$ cat src/hdl/c_subset_tokenizer_unit_macros.svh
// Assertion helpers shared by the tokenizer RTL.
`ifndef C_SUBSET_TOKENIZER_UNIT_MACROS_SVH
`define C_SUBSET_TOKENIZER_UNIT_MACROS_SVH

// Check a property at every rising clock edge outside reset.
`define CST_ASSERT(label, prop, msg) \
   label: assert property (@(posedge clock) disable iff (reset) (prop)) else $error(msg);

// Check that a condition implies another one in the next cycle.
`define CST_ASSERT_NEXT(label, cond, prop, msg) \
   label: assert property (@(posedge clock) disable iff (reset) (cond) |=> (prop)) \
      else $error(msg);

`endif

$ cat src/hdl/cst_pkg.sv
package cst_pkg;

   localparam int MAX_ID_LEN_DEF = 9;
   localparam int LINE_BITS_DEF  = 24;
   localparam int VALUE_BITS_DEF = 32;
   localparam int OUT_DEPTH      = 4;

   typedef struct packed {
      logic [7:0] in_byte;
      logic       is_end;
   } req_type;

   typedef struct packed {
      logic [5:0]  token_kind;
      logic [1:0]  error_code;
      logic [31:0] const_value;
      logic [63:0] ident_low_chars;
      logic [7:0]  ident_ninth_char;
      logic [3:0]  ident_len;
      logic [23:0] line_number;
      logic        last;
   } rsp_type;

   typedef enum logic [3:0] {
      M_IDLE, M_IDENT, M_DEC, M_ZERO, M_HEX, M_CQ1, M_CQ2,
      M_SLASH, M_LCOMM, M_BCOMM, M_BSTAR, M_OP2
   } scan_mode_type;

   localparam logic [5:0] K_ID    = 6'd9;
   localparam logic [5:0] K_INT   = 6'd10;
   localparam logic [5:0] K_CHR   = 6'd11;
   localparam logic [5:0] K_PLUS  = 6'd12;
   localparam logic [5:0] K_MINUS = 6'd13;
   localparam logic [5:0] K_STAR  = 6'd14;
   localparam logic [5:0] K_SLASH = 6'd15;
   localparam logic [5:0] K_LPAR  = 6'd16;
   localparam logic [5:0] K_RPAR  = 6'd17;
   localparam logic [5:0] K_LBRC  = 6'd18;
   localparam logic [5:0] K_RBRC  = 6'd19;
   localparam logic [5:0] K_SEMI  = 6'd20;
   localparam logic [5:0] K_COMMA = 6'd21;
   localparam logic [5:0] K_ASSIGN = 6'd22;
   localparam logic [5:0] K_EQ    = 6'd23;
   localparam logic [5:0] K_NE    = 6'd24;
   localparam logic [5:0] K_GT    = 6'd25;
   localparam logic [5:0] K_GE    = 6'd26;
   localparam logic [5:0] K_LT    = 6'd27;
   localparam logic [5:0] K_LE    = 6'd28;
   localparam logic [5:0] K_AND   = 6'd29;
   localparam logic [5:0] K_OR    = 6'd30;
   localparam logic [5:0] K_END   = 6'd31;
   localparam logic [5:0] K_ERR   = 6'd32;
   localparam logic [5:0] K_NONE  = 6'd0;

   localparam logic [1:0] E_NONE  = 2'd0;
   localparam logic [1:0] E_CHAR  = 2'd1;
   localparam logic [1:0] E_LONG  = 2'd2;
   localparam logic [1:0] E_QUOTE = 2'd3;

   localparam int KW_COUNT = 9;
   // Keyword text, first character in the low byte, zero padded.
   localparam logic [63:0] KW_TEXT [KW_COUNT] = '{
      64'h0000_0000_7261_6863, 64'h0000_0000_6573_6c65, 64'h0000_0000_0000_6669,
      64'h0000_0000_0074_6e69, 64'h0000_0000_6e69_616d, 64'h0074_6e69_6461_6572,
      64'h0000_0000_6469_6f76, 64'h0000_0065_6c69_6877, 64'h746e_6965_7469_7277
   };
   localparam logic [3:0] KW_LEN [KW_COUNT] = '{
      4'd4, 4'd4, 4'd2, 4'd3, 4'd4, 4'd7, 4'd4, 4'd5, 4'd8
   };

   function automatic logic is_alpha(input logic [7:0] b);
      return (b >= 8'h61 && b <= 8'h7a) || (b >= 8'h41 && b <= 8'h5a) || b == 8'h5f;
   endfunction

   function automatic logic is_digit(input logic [7:0] b);
      return b >= 8'h30 && b <= 8'h39;
   endfunction

   function automatic logic [5:0] single_kind(input logic [7:0] b);
      logic [5:0] k;
      unique case (b)
         8'h2b:   k = K_PLUS;
         8'h2d:   k = K_MINUS;
         8'h2a:   k = K_STAR;
         8'h28:   k = K_LPAR;
         8'h29:   k = K_RPAR;
         8'h7b:   k = K_LBRC;
         8'h7d:   k = K_RBRC;
         8'h3b:   k = K_SEMI;
         8'h2c:   k = K_COMMA;
         default: k = K_NONE;
      endcase
      return k;
   endfunction

   function automatic rsp_type make_tok(input logic [5:0] kind, input logic [1:0] err,
                                        input logic [31:0] val, input logic [23:0] line);
      rsp_type t;
      t = '0;
      t.token_kind  = kind;
      t.error_code  = err;
      t.const_value = val;
      t.line_number = line;
      return t;
   endfunction

endpackage

$ cat src/hdl/c_subset_tokenizer_unit.sv
// Byte-serial lexer for a small C subset. Each accepted request carries one source byte
// (or an end mark) and yields zero, one or two tokens on the rsp_ channel, in order, with
// last set on the final token of that request. A request is taken every cycle unless req_stall
// is high: the whole scan step is one level of logic from the scanner state registers to a
// four-entry token queue, and req_stall rises only while that queue has fewer than two free
// entries, so the sustained rate is one byte per cycle as long as the consumer drains about
// one token per byte. Tokens are registered in the queue before they reach rsp_. After an
// error token the scanner drops every request until reset.
module c_subset_tokenizer_unit
#(
   parameter int MAX_ID_LEN = cst_pkg::MAX_ID_LEN_DEF,
   parameter int LINE_BITS  = cst_pkg::LINE_BITS_DEF,
   parameter int VALUE_BITS = cst_pkg::VALUE_BITS_DEF
) (
   input  logic             clock,
   input  logic             reset,
   input  logic             req_valid,
   output logic             req_stall,
   input  cst_pkg::req_type req_data,
   output logic             rsp_valid,
   input  logic             rsp_stall,
   output cst_pkg::rsp_type rsp_data
);
   import cst_pkg::*;
`include "c_subset_tokenizer_unit_macros.svh"

   localparam int IDX_W = (MAX_ID_LEN > 1) ? $clog2(MAX_ID_LEN) : 1;
   localparam int CNT_W = $clog2(MAX_ID_LEN + 1);
   localparam int PTR_W = $clog2(OUT_DEPTH);
   localparam int QCNT_W = $clog2(OUT_DEPTH + 1);

   // Scanner state.
   scan_mode_type         mode_ff, mode_in;
   logic [7:0]            held_ff, held_in;
   logic [7:0]            store_ff [MAX_ID_LEN];
   logic [CNT_W-1:0]      count_ff, count_in;
   logic [VALUE_BITS-1:0] acc_ff, acc_in;
   logic [LINE_BITS-1:0]  line_ff, line_in;
   logic                  halt_ff, halt_in;

   // Token queue.
   rsp_type               q_ff [OUT_DEPTH];
   logic [PTR_W-1:0]      wr_ff, wr_in, rd_ff, rd_in;
   logic [QCNT_W-1:0]     qcnt_ff, qcnt_in;

   logic                  accept, pop;
   logic [7:0]            b;
   logic                  endf;
   logic                  st_we;
   logic [IDX_W-1:0]      st_addr;
   logic                  a_v, b_v;
   rsp_type               tok_a, tok_b, push0, push1;
   logic [1:0]            push_n;
   logic [63:0]           low8;
   logic [7:0]            ninth;
   logic [5:0]            name_kind;
   logic [23:0]           line24;
   logic [31:0]           acc32;
   logic [3:0]            hexv;
   logic                  hex_ok;

   assign accept    = req_valid && !req_stall;
   assign pop       = rsp_valid && !rsp_stall;
   assign req_stall = qcnt_ff > QCNT_W'(OUT_DEPTH - 2);
   assign rsp_valid = qcnt_ff != '0;
   assign rsp_data  = q_ff[rd_ff];

   assign b      = req_data.in_byte;
   assign endf   = req_data.is_end || b == 8'h00;
   assign line24 = 24'(line_ff);
   assign acc32  = 32'(acc_ff);

   // Assemble the held name and look it up among the keywords.
   always_comb begin
      low8  = '0;
      ninth = '0;
      for (int i = 0; i < 8; i++) begin
         if (i < MAX_ID_LEN && 32'(i) < 32'(count_ff)) begin
            low8[8*i +: 8] = store_ff[IDX_W'(i % MAX_ID_LEN)];
         end
      end
      if (MAX_ID_LEN >= 9 && 32'(count_ff) >= 9) begin
         ninth = store_ff[IDX_W'(8 % MAX_ID_LEN)];
      end
      name_kind = K_ID;
      for (int k = 0; k < KW_COUNT; k++) begin
         if (32'(count_ff) == 32'(KW_LEN[k]) && low8 == KW_TEXT[k]) begin
            name_kind = 6'(k);
         end
      end
   end

   always_comb begin
      hex_ok = 1'b1;
      hexv   = '0;
      priority if (is_digit(b)) begin
         hexv = 4'(b - 8'h30);
      end else if (b >= 8'h61 && b <= 8'h66) begin
         hexv = 4'(b - 8'h57);
      end else if (b >= 8'h41 && b <= 8'h46) begin
         hexv = 4'(b - 8'h37);
      end else begin
         hex_ok = 1'b0;
      end
   end

   // One scan step: extend or close the pending token; on a close, dispatch the byte from idle.
   always_comb begin
      logic fall;
      logic line_inc;
      logic [5:0] two;
      logic [5:0] sk;
      fall     = 1'b0;
      line_inc = 1'b0;
      two      = K_NONE;
      sk       = single_kind(b);
      a_v      = 1'b0;
      b_v      = 1'b0;
      tok_a    = '0;
      tok_b    = '0;
      mode_in  = mode_ff;
      held_in  = held_ff;
      count_in = count_ff;
      acc_in   = acc_ff;
      halt_in  = halt_ff;
      st_we    = 1'b0;
      st_addr  = '0;

      if (!halt_ff) begin
         unique case (mode_ff)
            M_IDENT: begin
               if (!endf && (is_alpha(b) || is_digit(b))) begin
                  if (32'(count_ff) >= MAX_ID_LEN) begin
                     a_v     = 1'b1;
                     tok_a   = make_tok(K_ERR, E_LONG, {24'd0, b}, line24);
                     halt_in = 1'b1;
                     mode_in = M_IDLE;
                  end else begin
                     st_we    = 1'b1;
                     st_addr  = IDX_W'(count_ff);
                     count_in = count_ff + 1'b1;
                  end
               end else begin
                  a_v   = 1'b1;
                  tok_a = make_tok(name_kind, E_NONE, '0, line24);
                  tok_a.ident_low_chars  = low8;
                  tok_a.ident_ninth_char = ninth;
                  tok_a.ident_len        = 4'(count_ff);
                  fall  = 1'b1;
               end
            end
            M_DEC: begin
               if (!endf && is_digit(b)) begin
                  acc_in = (acc_ff << 3) + (acc_ff << 1) + VALUE_BITS'(b - 8'h30);
               end else begin
                  a_v   = 1'b1;
                  tok_a = make_tok(K_INT, E_NONE, acc32, line24);
                  fall  = 1'b1;
               end
            end
            M_ZERO: begin
               priority if (!endf && (b == 8'h78 || b == 8'h58)) begin
                  mode_in = M_HEX;
               end else if (!endf && is_digit(b)) begin
                  acc_in  = VALUE_BITS'(b - 8'h30);
                  mode_in = M_DEC;
               end else begin
                  a_v   = 1'b1;
                  tok_a = make_tok(K_INT, E_NONE, '0, line24);
                  fall  = 1'b1;
               end
            end
            M_HEX: begin
               if (!endf && hex_ok) begin
                  acc_in = (acc_ff << 4) | VALUE_BITS'(hexv);
               end else begin
                  a_v   = 1'b1;
                  tok_a = make_tok(K_INT, E_NONE, acc32, line24);
                  fall  = 1'b1;
               end
            end
            M_CQ1: begin
               if (endf) begin
                  a_v     = 1'b1;
                  tok_a   = make_tok(K_ERR, E_QUOTE, '0, line24);
                  halt_in = 1'b1;
                  mode_in = M_IDLE;
               end else begin
                  held_in = b;
                  mode_in = M_CQ2;
               end
            end
            M_CQ2: begin
               a_v     = 1'b1;
               mode_in = M_IDLE;
               if (!endf && b == 8'h27) begin
                  tok_a = make_tok(K_CHR, E_NONE, {24'd0, held_ff}, line24);
               end else begin
                  tok_a   = make_tok(K_ERR, E_QUOTE, endf ? 32'd0 : {24'd0, b}, line24);
                  halt_in = 1'b1;
               end
            end
            M_SLASH: begin
               priority if (!endf && b == 8'h2f) begin
                  mode_in = M_LCOMM;
               end else if (!endf && b == 8'h2a) begin
                  mode_in = M_BCOMM;
               end else begin
                  a_v   = 1'b1;
                  tok_a = make_tok(K_SLASH, E_NONE, '0, line24);
                  fall  = 1'b1;
               end
            end
            M_LCOMM: begin
               if (endf) begin
                  fall = 1'b1;
               end else if (b == 8'h0a) begin
                  line_inc = 1'b1;
                  mode_in  = M_IDLE;
               end
            end
            M_BCOMM: begin
               if (endf) begin
                  fall = 1'b1;
               end else if (b == 8'h0a) begin
                  line_inc = 1'b1;
               end else if (b == 8'h2a) begin
                  mode_in = M_BSTAR;
               end
            end
            M_BSTAR: begin
               if (endf) begin
                  fall = 1'b1;
               end else if (b == 8'h2f) begin
                  mode_in = M_IDLE;
               end else if (b != 8'h2a) begin
                  line_inc = (b == 8'h0a);
                  mode_in  = M_BCOMM;
               end
            end
            M_OP2: begin
               if (!endf) begin
                  if (b == 8'h3d) begin
                     if (held_ff == 8'h3d) two = K_EQ;
                     else if (held_ff == 8'h21) two = K_NE;
                     else if (held_ff == 8'h3e) two = K_GE;
                     else if (held_ff == 8'h3c) two = K_LE;
                  end else if (b == 8'h26 && held_ff == 8'h26) begin
                     two = K_AND;
                  end else if (b == 8'h7c && held_ff == 8'h7c) begin
                     two = K_OR;
                  end
               end
               a_v     = 1'b1;
               mode_in = M_IDLE;
               priority if (two != K_NONE) begin
                  tok_a = make_tok(two, E_NONE, '0, line24);
               end else if (held_ff == 8'h3d) begin
                  tok_a = make_tok(K_ASSIGN, E_NONE, '0, line24);
                  fall  = 1'b1;
               end else if (held_ff == 8'h3e) begin
                  tok_a = make_tok(K_GT, E_NONE, '0, line24);
                  fall  = 1'b1;
               end else if (held_ff == 8'h3c) begin
                  tok_a = make_tok(K_LT, E_NONE, '0, line24);
                  fall  = 1'b1;
               end else begin
                  // lone bang, ampersand or bar
                  tok_a   = make_tok(K_ERR, E_CHAR, {24'd0, held_ff}, line24);
                  halt_in = 1'b1;
               end
            end
            default: begin
               fall = 1'b1;
            end
         endcase

         if (fall) begin
            mode_in = M_IDLE;
            priority if (endf) begin
               b_v      = 1'b1;
               tok_b    = make_tok(K_END, E_NONE, '0, line24);
               acc_in   = '0;
               count_in = '0;
            end else if (b == 8'h20 || b == 8'h09 || b == 8'h0d) begin
               b_v = 1'b0;
            end else if (b == 8'h0a) begin
               line_inc = 1'b1;
            end else if (is_alpha(b)) begin
               st_we    = 1'b1;
               st_addr  = '0;
               count_in = CNT_W'(1);
               mode_in  = M_IDENT;
            end else if (b == 8'h30) begin
               acc_in  = '0;
               mode_in = M_ZERO;
            end else if (is_digit(b)) begin
               acc_in  = VALUE_BITS'(b - 8'h30);
               mode_in = M_DEC;
            end else if (b == 8'h27) begin
               mode_in = M_CQ1;
            end else if (b == 8'h2f) begin
               mode_in = M_SLASH;
            end else if (sk != K_NONE) begin
               b_v   = 1'b1;
               tok_b = make_tok(sk, E_NONE, '0, line24);
            end else if (b == 8'h3d || b == 8'h21 || b == 8'h3c || b == 8'h3e ||
                         b == 8'h26 || b == 8'h7c) begin
               held_in = b;
               mode_in = M_OP2;
            end else begin
               b_v     = 1'b1;
               tok_b   = make_tok(K_ERR, E_CHAR, {24'd0, b}, line24);
               halt_in = 1'b1;
            end
         end
      end

      // saturating line counter
      line_in = line_ff;
      if (line_inc && line_ff != '1) begin
         line_in = line_ff + 1'b1;
      end

      // mark the final token of this request and pack the pushes
      tok_a.last = !b_v;
      tok_b.last = 1'b1;
      push0  = a_v ? tok_a : tok_b;
      push1  = tok_b;
      push_n = {1'b0, a_v} + {1'b0, b_v};
   end

   // Queue pointers.
   always_comb begin
      logic [1:0] n;
      n       = accept ? push_n : 2'd0;
      wr_in   = wr_ff + PTR_W'(n);
      rd_in   = rd_ff + PTR_W'(pop);
      qcnt_in = qcnt_ff + QCNT_W'(n) - QCNT_W'(pop);
   end

   always_ff @(posedge clock) begin
      if (reset) begin
         mode_ff <= M_IDLE;
         held_ff <= '0;
         count_ff <= '0;
         acc_ff  <= '0;
         line_ff <= LINE_BITS'(1);
         halt_ff <= 1'b0;
         wr_ff   <= '0;
         rd_ff   <= '0;
         qcnt_ff <= '0;
      end else begin
         // advance scanner state only on an accepted request
         if (accept) begin
            mode_ff  <= mode_in;
            held_ff  <= held_in;
            count_ff <= count_in;
            acc_ff   <= acc_in;
            line_ff  <= line_in;
            halt_ff  <= halt_in;
         end
         wr_ff   <= wr_in;
         rd_ff   <= rd_in;
         qcnt_ff <= qcnt_in;
      end
   end

   // Name store and queue payload: no reset.
   always_ff @(posedge clock) begin
      if (accept && st_we) begin
         store_ff[st_addr] <= b;
      end
      if (accept && push_n != 2'd0) begin
         q_ff[wr_ff] <= push0;
      end
      if (accept && push_n == 2'd2) begin
         q_ff[wr_ff + PTR_W'(1)] <= push1;
      end
   end

   `CST_ASSERT(a_qcnt_bound, qcnt_ff <= QCNT_W'(OUT_DEPTH), "token queue overflow")
   `CST_ASSERT(a_halt_silent, !(accept && halt_ff) || push_n == 2'd0, "token after error")
   `CST_ASSERT_NEXT(a_halt_sticky, halt_ff, halt_ff, "halt cleared without reset")
   `CST_ASSERT(a_line_nonzero, line_ff != '0, "line counter reached zero")

endmodule
$ cat config.mk
export PLATFORM = sky130hd
export DESIGN_NAME = c_subset_tokenizer_unit
export DESIGN_NICKNAME = d
export VERILOG_FILES = /design/src/hdl/cst_pkg.sv /design/src/hdl/c_subset_tokenizer_unit.sv
export VERILOG_INCLUDE_DIRS = /design/src /design/src/hdl
export SDC_FILE = /design/constraint.sdc
export NUM_CORES = 2
export LEC_CHECK = 0
export ABC_CLOCK_PERIOD_IN_PS = 13300
export BUFFER_PORTS_ARGS = -buffer_cell sky130_fd_sc_hd__buf_2
export CAP_MARGIN = 40
export CORE_ASPECT_RATIO = 1.25
export CORE_MARGIN = 4
export CORE_UTILIZATION = 35
export DETAILED_ROUTE_END_ITERATION = 8
export PLACE_DENSITY = 0.58
export SETUP_SLACK_MARGIN = 0.15
export SLEW_MARGIN = 20
export SYNTH_ARGS = -nofsm -noshare
export SYNTH_HDL_FRONTEND = slang
export SYNTH_SLANG_ARGS = --single-unit
export TNS_END_PERCENT = 10
$ cat constraint.sdc
create_clock -name clock -period 13.3 [get_ports clock]
set_input_delay 2.66 -clock clock [delete_from_list [all_inputs] [get_ports clock]]
set_output_delay 2.66 -clock clock [all_outputs]
set_load 0.05 [all_outputs]
After elaboration in Yosys (flattened, before gate mapping). Memory sizes are Yosys's and may differ from the RTL's. A register that Yosys moved wholly into a read port is not among the register bits. Cells that the tools add are included.

Order comparisons: 18. Eq/ne operators: 71. Bitwise operators: 2. Mux-type cells: 210. Reductions and logical operators: 58. Add/sub/neg operators: 14.

Operator list (count): 141-bit two-way mux (22); 141-bit one-hot mux with 8 select lines (1); 139-bit two-way mux (6); 32-bit two-way mux (11); 64-bit by 31-bit equality test with 1-bit output (second input constant) (4); 4-bit two-way mux (49); 8-bit two-way mux (23); 8-bit by 6-bit equality test with 1-bit output (second input constant) (21); 32-bit one-hot mux with 3 select lines (1); 1-bit two-way mux (73); 32-bit adder (2); 64-bit by 15-bit equality test with 1-bit output (second input constant) (1); 64-bit by 23-bit equality test with 1-bit output (second input constant) (1); 64-bit by 39-bit equality test with 1-bit output (second input constant) (1); 64-bit by 55-bit equality test with 1-bit output (second input constant) (1); 64-bit by 63-bit equality test with 1-bit output (second input constant) (1); 8-bit by 7-bit equality test with 1-bit output (second input constant) (7); 6-bit two-way mux (9); 5-bit one-hot mux with 9 select lines (1); 8-bit by 7-bit <= comparator with 1-bit output (second input constant) (4); 32-bit by 4-bit OR with 32-bit output (1); 4-bit one-hot mux with 8 select lines (1); 5-bit two-way mux (6); 1-bit logical AND (29); 47 further kinds (97).

Bits in writable memories: 636. Register bits after elaboration: 80. Memories kept: 2. Bits of input ports: 13. Word-level logic and storage cells: 384. Output and inout port bits: 143.

Memories: q_ff (depth 4, width 141, read ports 1, clocked after memory_dff 1, wr ports 2, line c_subset_tokenizer_unit.sv:42) `rsp_type q_ff [OUT_DEPTH];`; store_ff (depth 9, width 8, read ports 9, clocked after memory_dff 0, wr ports 1, line c_subset_tokenizer_unit.sv:35) `logic [7:0] store_ff [MAX_ID_LEN];`.

Depth between registers and ports, before layout.
Depth in word-level cells: 24. Depth in mapped cells: 23. Mapped depth without buffers: 18.

Least setup slack after synthesis. OpenSTA, ideal clock, no wires.

Kind: input port to flip-flop. Start: input req_data[5] in the netlist's numbering. End: register acc_ff[31], in the netlist acc32[31]. Buffers on the path: 1. Data required time: 13178 ps. Library setup time: 122 ps. Arrival: 7529 ps. Stages on the path: 14. Slack: 5649 ps. Path through: ha_1 -> clkbuf_1 -> nor2_1 -> fa_1 -> ha_1 -> a21oi_1 -> o21ai_0 -> or3_1 -> o21ai_0 -> o211ai_1 -> a311oi_1 -> mux2_2 -> a21oi_1 -> o21ai_0.

Longest elaborated chain between the ends: 15. Elaborated cells on any way between the ends: 77. Those cells by class: 2 x add/sub; 8 x order compare; 13 x eq/ne; 31 x mux; 23 x reduce/logical.

RTL lines: from (decl) (line c_subset_tokenizer_unit.sv:19) `input cst_pkg::req_type req_data,`; parallel branches: the longest is 14 deep, another holds 32-bit adder; 32-bit two-way mux (*) (line c_subset_tokenizer_unit.sv:278) `if (fall) begin`; to (signal assigned) (line c_subset_tokenizer_unit.sv:359) `acc_ff <= acc_in;`; to (decl) (line c_subset_tokenizer_unit.sv:37) `logic [VALUE_BITS-1:0] acc_ff, acc_in;`.

Mark *: on every way between the ends. The select of a mux whose other input is x is not followed. A chain may end at the register's enable or synchronous reset.

==> run metrics <==
crit end category=register; post-synthesis instance area=33460 sq um; register clock-pin slew on the reported worst setup and hold paths=0.06 ns; Synth top cells by count=488 x dfxtp_1, 298 x a22o_1, 228 x edfxtp_1, 169 x nor2_1, 159 x clkbuf_1; Synth Area in Adders=3.777%; combinational family with the most area after synthesis=compound AO/OA/AOI/OAI gates; Fillers=8991; max-slew violation count=0; drt via density=6.030; multi-input gate area in the final layout=15860 sq um; final instance area=38150 sq um; cell with the largest stage delay on the worst path=nor2_1; share of cell area taken by muxes after synthesis=9.977%; boundary pin count=156; number of placed cells counting well taps=4069; Area growth, synth to finish=14.01%; sort of element at the start of the critical path=primary input; CP max stage delay=0.74 ns; y dimension of the die=353.7 microns; total count of hold-check failures in the final report=0; floorplan die area=100600 sq um; drt wl/cell=24.88 microns; via count of the first global-routing pass=25400; total area of sequential cells=16620 sq um; Rows=126; number of setup violations in the final report=0; most common cell in the synthesized netlist=dfxtp_1; cell accounting for the most synthesized area=dfxtp_1; number of buffer and inverter instances along the worst setup path=3; leftover overflow at the end of global routing=0; Placement Cell Area=35620 sq um; average size of a mapped cell=11.72 sq um; Cell variety after synth=98; half-perimeter wire length after detailed placement=69810 microns; FFs w/ async S/R, synth=0%; area of the placeable core=94590 sq um; Worst Slack Setup Final=4.480 ns; sum of routed wire length over all layers=104700 microns; starting utilization of the core area=35.37%; launch point of the critical path=req_data[2]; Leak=13.71 nW; critical path peak fanout=30; run status=finished clean; number of buffers on the longest clock path=3; R2R Path Start=count_ff[1]$_SDFFE_PP0P_; worst skew pair latency=0.63 ns; sequential area share after synthesis=49.66%; largest net degree at the start of global routing=94; Syn Inst Count=2856; highest clock rate=113.4 MHz; Max-slew headroom=37.19%; synthesized netlist net count=2952; Num Clock Sinks=716; cell seen most often among critical-path stages=ha_1; proportion of layout cells with a drive suffix above 1=17.36%; number of synthesized flops with an enable pin=228; number of warnings reported in the yosys synthesis log=0; CTS-repair resized insts=0; clock tree skew after final layout=0.02414 ns; Hold WC Path Type=reg2reg; Power Density=169.2 nW/um^2; total of flip-flops plus latches after synthesis=716; number of antenna violations at the first check in global routing=5; final RePlAce weighted congestion=0.9223; Fin Setup TNS=0 ns; critical path start-end classification=in2reg; cell family with most CP delay=simple AND/OR/NAND/NOR gates; first-pass GRT wire length=159500 microns; cell breakdown of the critical path=buf_2 -> inv_1 -> ha_1 -> nor4b_1 -> a2111oi_0 -> a31oi_1 -> o311a_1 -> nand4b_4 -> nor2_4 -> or3_1 -> ha_1 -> nor4_2 -> buf_4 -> nand2_1 -> nor2_1 -> a22o_1; Post-CTS Repair Setup Buffers=0; Detailed Route Iter0 Violations=2365; most used flip-flop cell after synthesis=dfxtp_1; hold buffers post-CTS=0; Max rail drop VDD=0.1193 mV; clock tree root driver cell=clkbuf_16; worst hold-check slack=0.4541 ns; overall via count from detail_route=25380; die width=284.6 microns; simple-gate share of the synthesized area=10.78%; post-route non-filler standard cell count=4209; Pre-Repair DR Iteration Count=6; xor and xnor area share after synthesis=1.414%; gr usage total=20.13%; clock tree from TritonCTS=built; post-layout min period=8.820 ns; start point of the worst hold path=q_ff[2][28]$_SDFFE_PP0P_; nets@finish=3024; number of port buffers=155; fraction of the mapped netlist area in compound gates=21.21%; number of antenna-violating nets in the routed design=0; most area-consuming cells after synthesis=dfxtp_1 29%, edfxtp_1 20%, mux4_2 9.5%; setup repair after global routing missed its margin=no; actual slew at the worst max-slew pin=0.9412 ns; Crit path arrival time=9.37 ns; fraction of synthesized cell area taken by the top area cell type=29.20%; TritonCTS buffer count=73; final routed DRC violation total=0; worst slack after detailed placement=4.079 ns; data required time of the worst path=13.85 ns; level count of the clock H-tree=3; number of max-cap violations=0; final critical-path share of the clock period=66.31%
path summary, 6_finish.rpt:
check	to	slack, ns	depth (start not counted)
setup / recovery	q_ff[0][69]$_SDFFE_PP0P_	4.48	16
setup reg to reg	q_ff[2][89]$_SDFFE_PP0P_	7.28	19
hold reg to reg	q_ff[2][28]$_SDFFE_PP0P_	0.45	1
hold / removal	q_ff[2][28]$_SDFFE_PP0P_	0.45	1
power breakdown:
| group | switching [mW] | internal, mW |
|---|---|---|
| sequential | 0.109 | 2.39 |
| clock | 0.895 | 1.25 |
| combinational | 1.30 | 0.511 |
| total | 2.30 | 4.15 |
metal layers:
| layer | track usage [%] | wire length [microns] | up-vias |
|---|---|---|---|
| met5 | 0 | 41 | - |
| met4 | 8.049 | 3957 | 6 |
| met3 | 3.084 | 5994 | 242 |
| met2 | 34.61 | 51590 | 978 |
| met1 | 25.42 | 43110 | 12760 |
| li1 | - | - | 11390 |
through the flow:
stage | total power, mW | utilization, %
2_1_floorplan | 3.757 | -
3_3_place_gp | 4.283 | 37.30
3_5_place_dp | 4.351 | 37.66
4_1_cts | 6.498 | 40.32
5_1_grt | 6.713 | 40.32
6_report | 6.455 | 40.33
layout by cell type (no fill, tap or decap), types with 26 or more instances in the layout:
| cell | n |
|---|---|
| nand4_1 | 33 |
| nor3_1 | 29 |
| ha_1 | 53 |
| inv_1 | 46 |
| buf_4 | 41 |
| edfxtp_1 | 228 |
| buf_2 | 158 |
| a22o_1 | 298 |
| nor2_1 | 164 |
| a21oi_1 | 102 |
| o21ai_0 | 94 |
| dfxtp_1 | 486 |
| nor2b_1 | 26 |
| xnor2_1 | 41 |
| a21o_1 | 26 |
| fa_1 | 30 |
| mux4_2 | 141 |
| a32o_1 | 125 |
| nand3_1 | 45 |
| and2_1 | 107 |
| nand2_1 | 130 |
| clkbuf_16 | 77 |
| o22ai_1 | 37 |
cell type report:
type / instances / share of cell area [%]
flip-flops and latches: 716 / 43.58
multi-input cells: 1874 / 41.58
clock buffers: 105 / 5.642
well taps: 1216 / 3.988
repair buffers: 212 / 3.719
clock inverters: 31 / 0.9578
inverters: 51 / 0.5084
diodes: 4 / 0.02624
logic make-up (layout without fill, tap and decap cells):
kind of cell / after synthesis / after routing
buffers and inverters: 266 / 399
flip-flops: 716 / 716
adder cells (fa/ha/maj): 83 / 83
multiplexers: 157 / 157
AND/OR/NAND/NOR: 685 / 685
other: 0 / 4
AO/OA/AOI/OAI: 895 / 895
XOR/XNOR: 54 / 54
registers in the layout (all words and copies together), names as in the netlist:
| signal | cells |
|---|---|
| q_ff | 564 |
| store_ff | 72 |
| acc32 | 32 |
| line24 | 24 |
| held_ff | 8 |
| count_ff | 4 |
| mode_ff | 4 |
| qcnt_ff | 3 |
| rd_ff | 2 |
| wr_ff | 2 |
| halt_ff | 1 |
(Power assumes the default switching activity.)
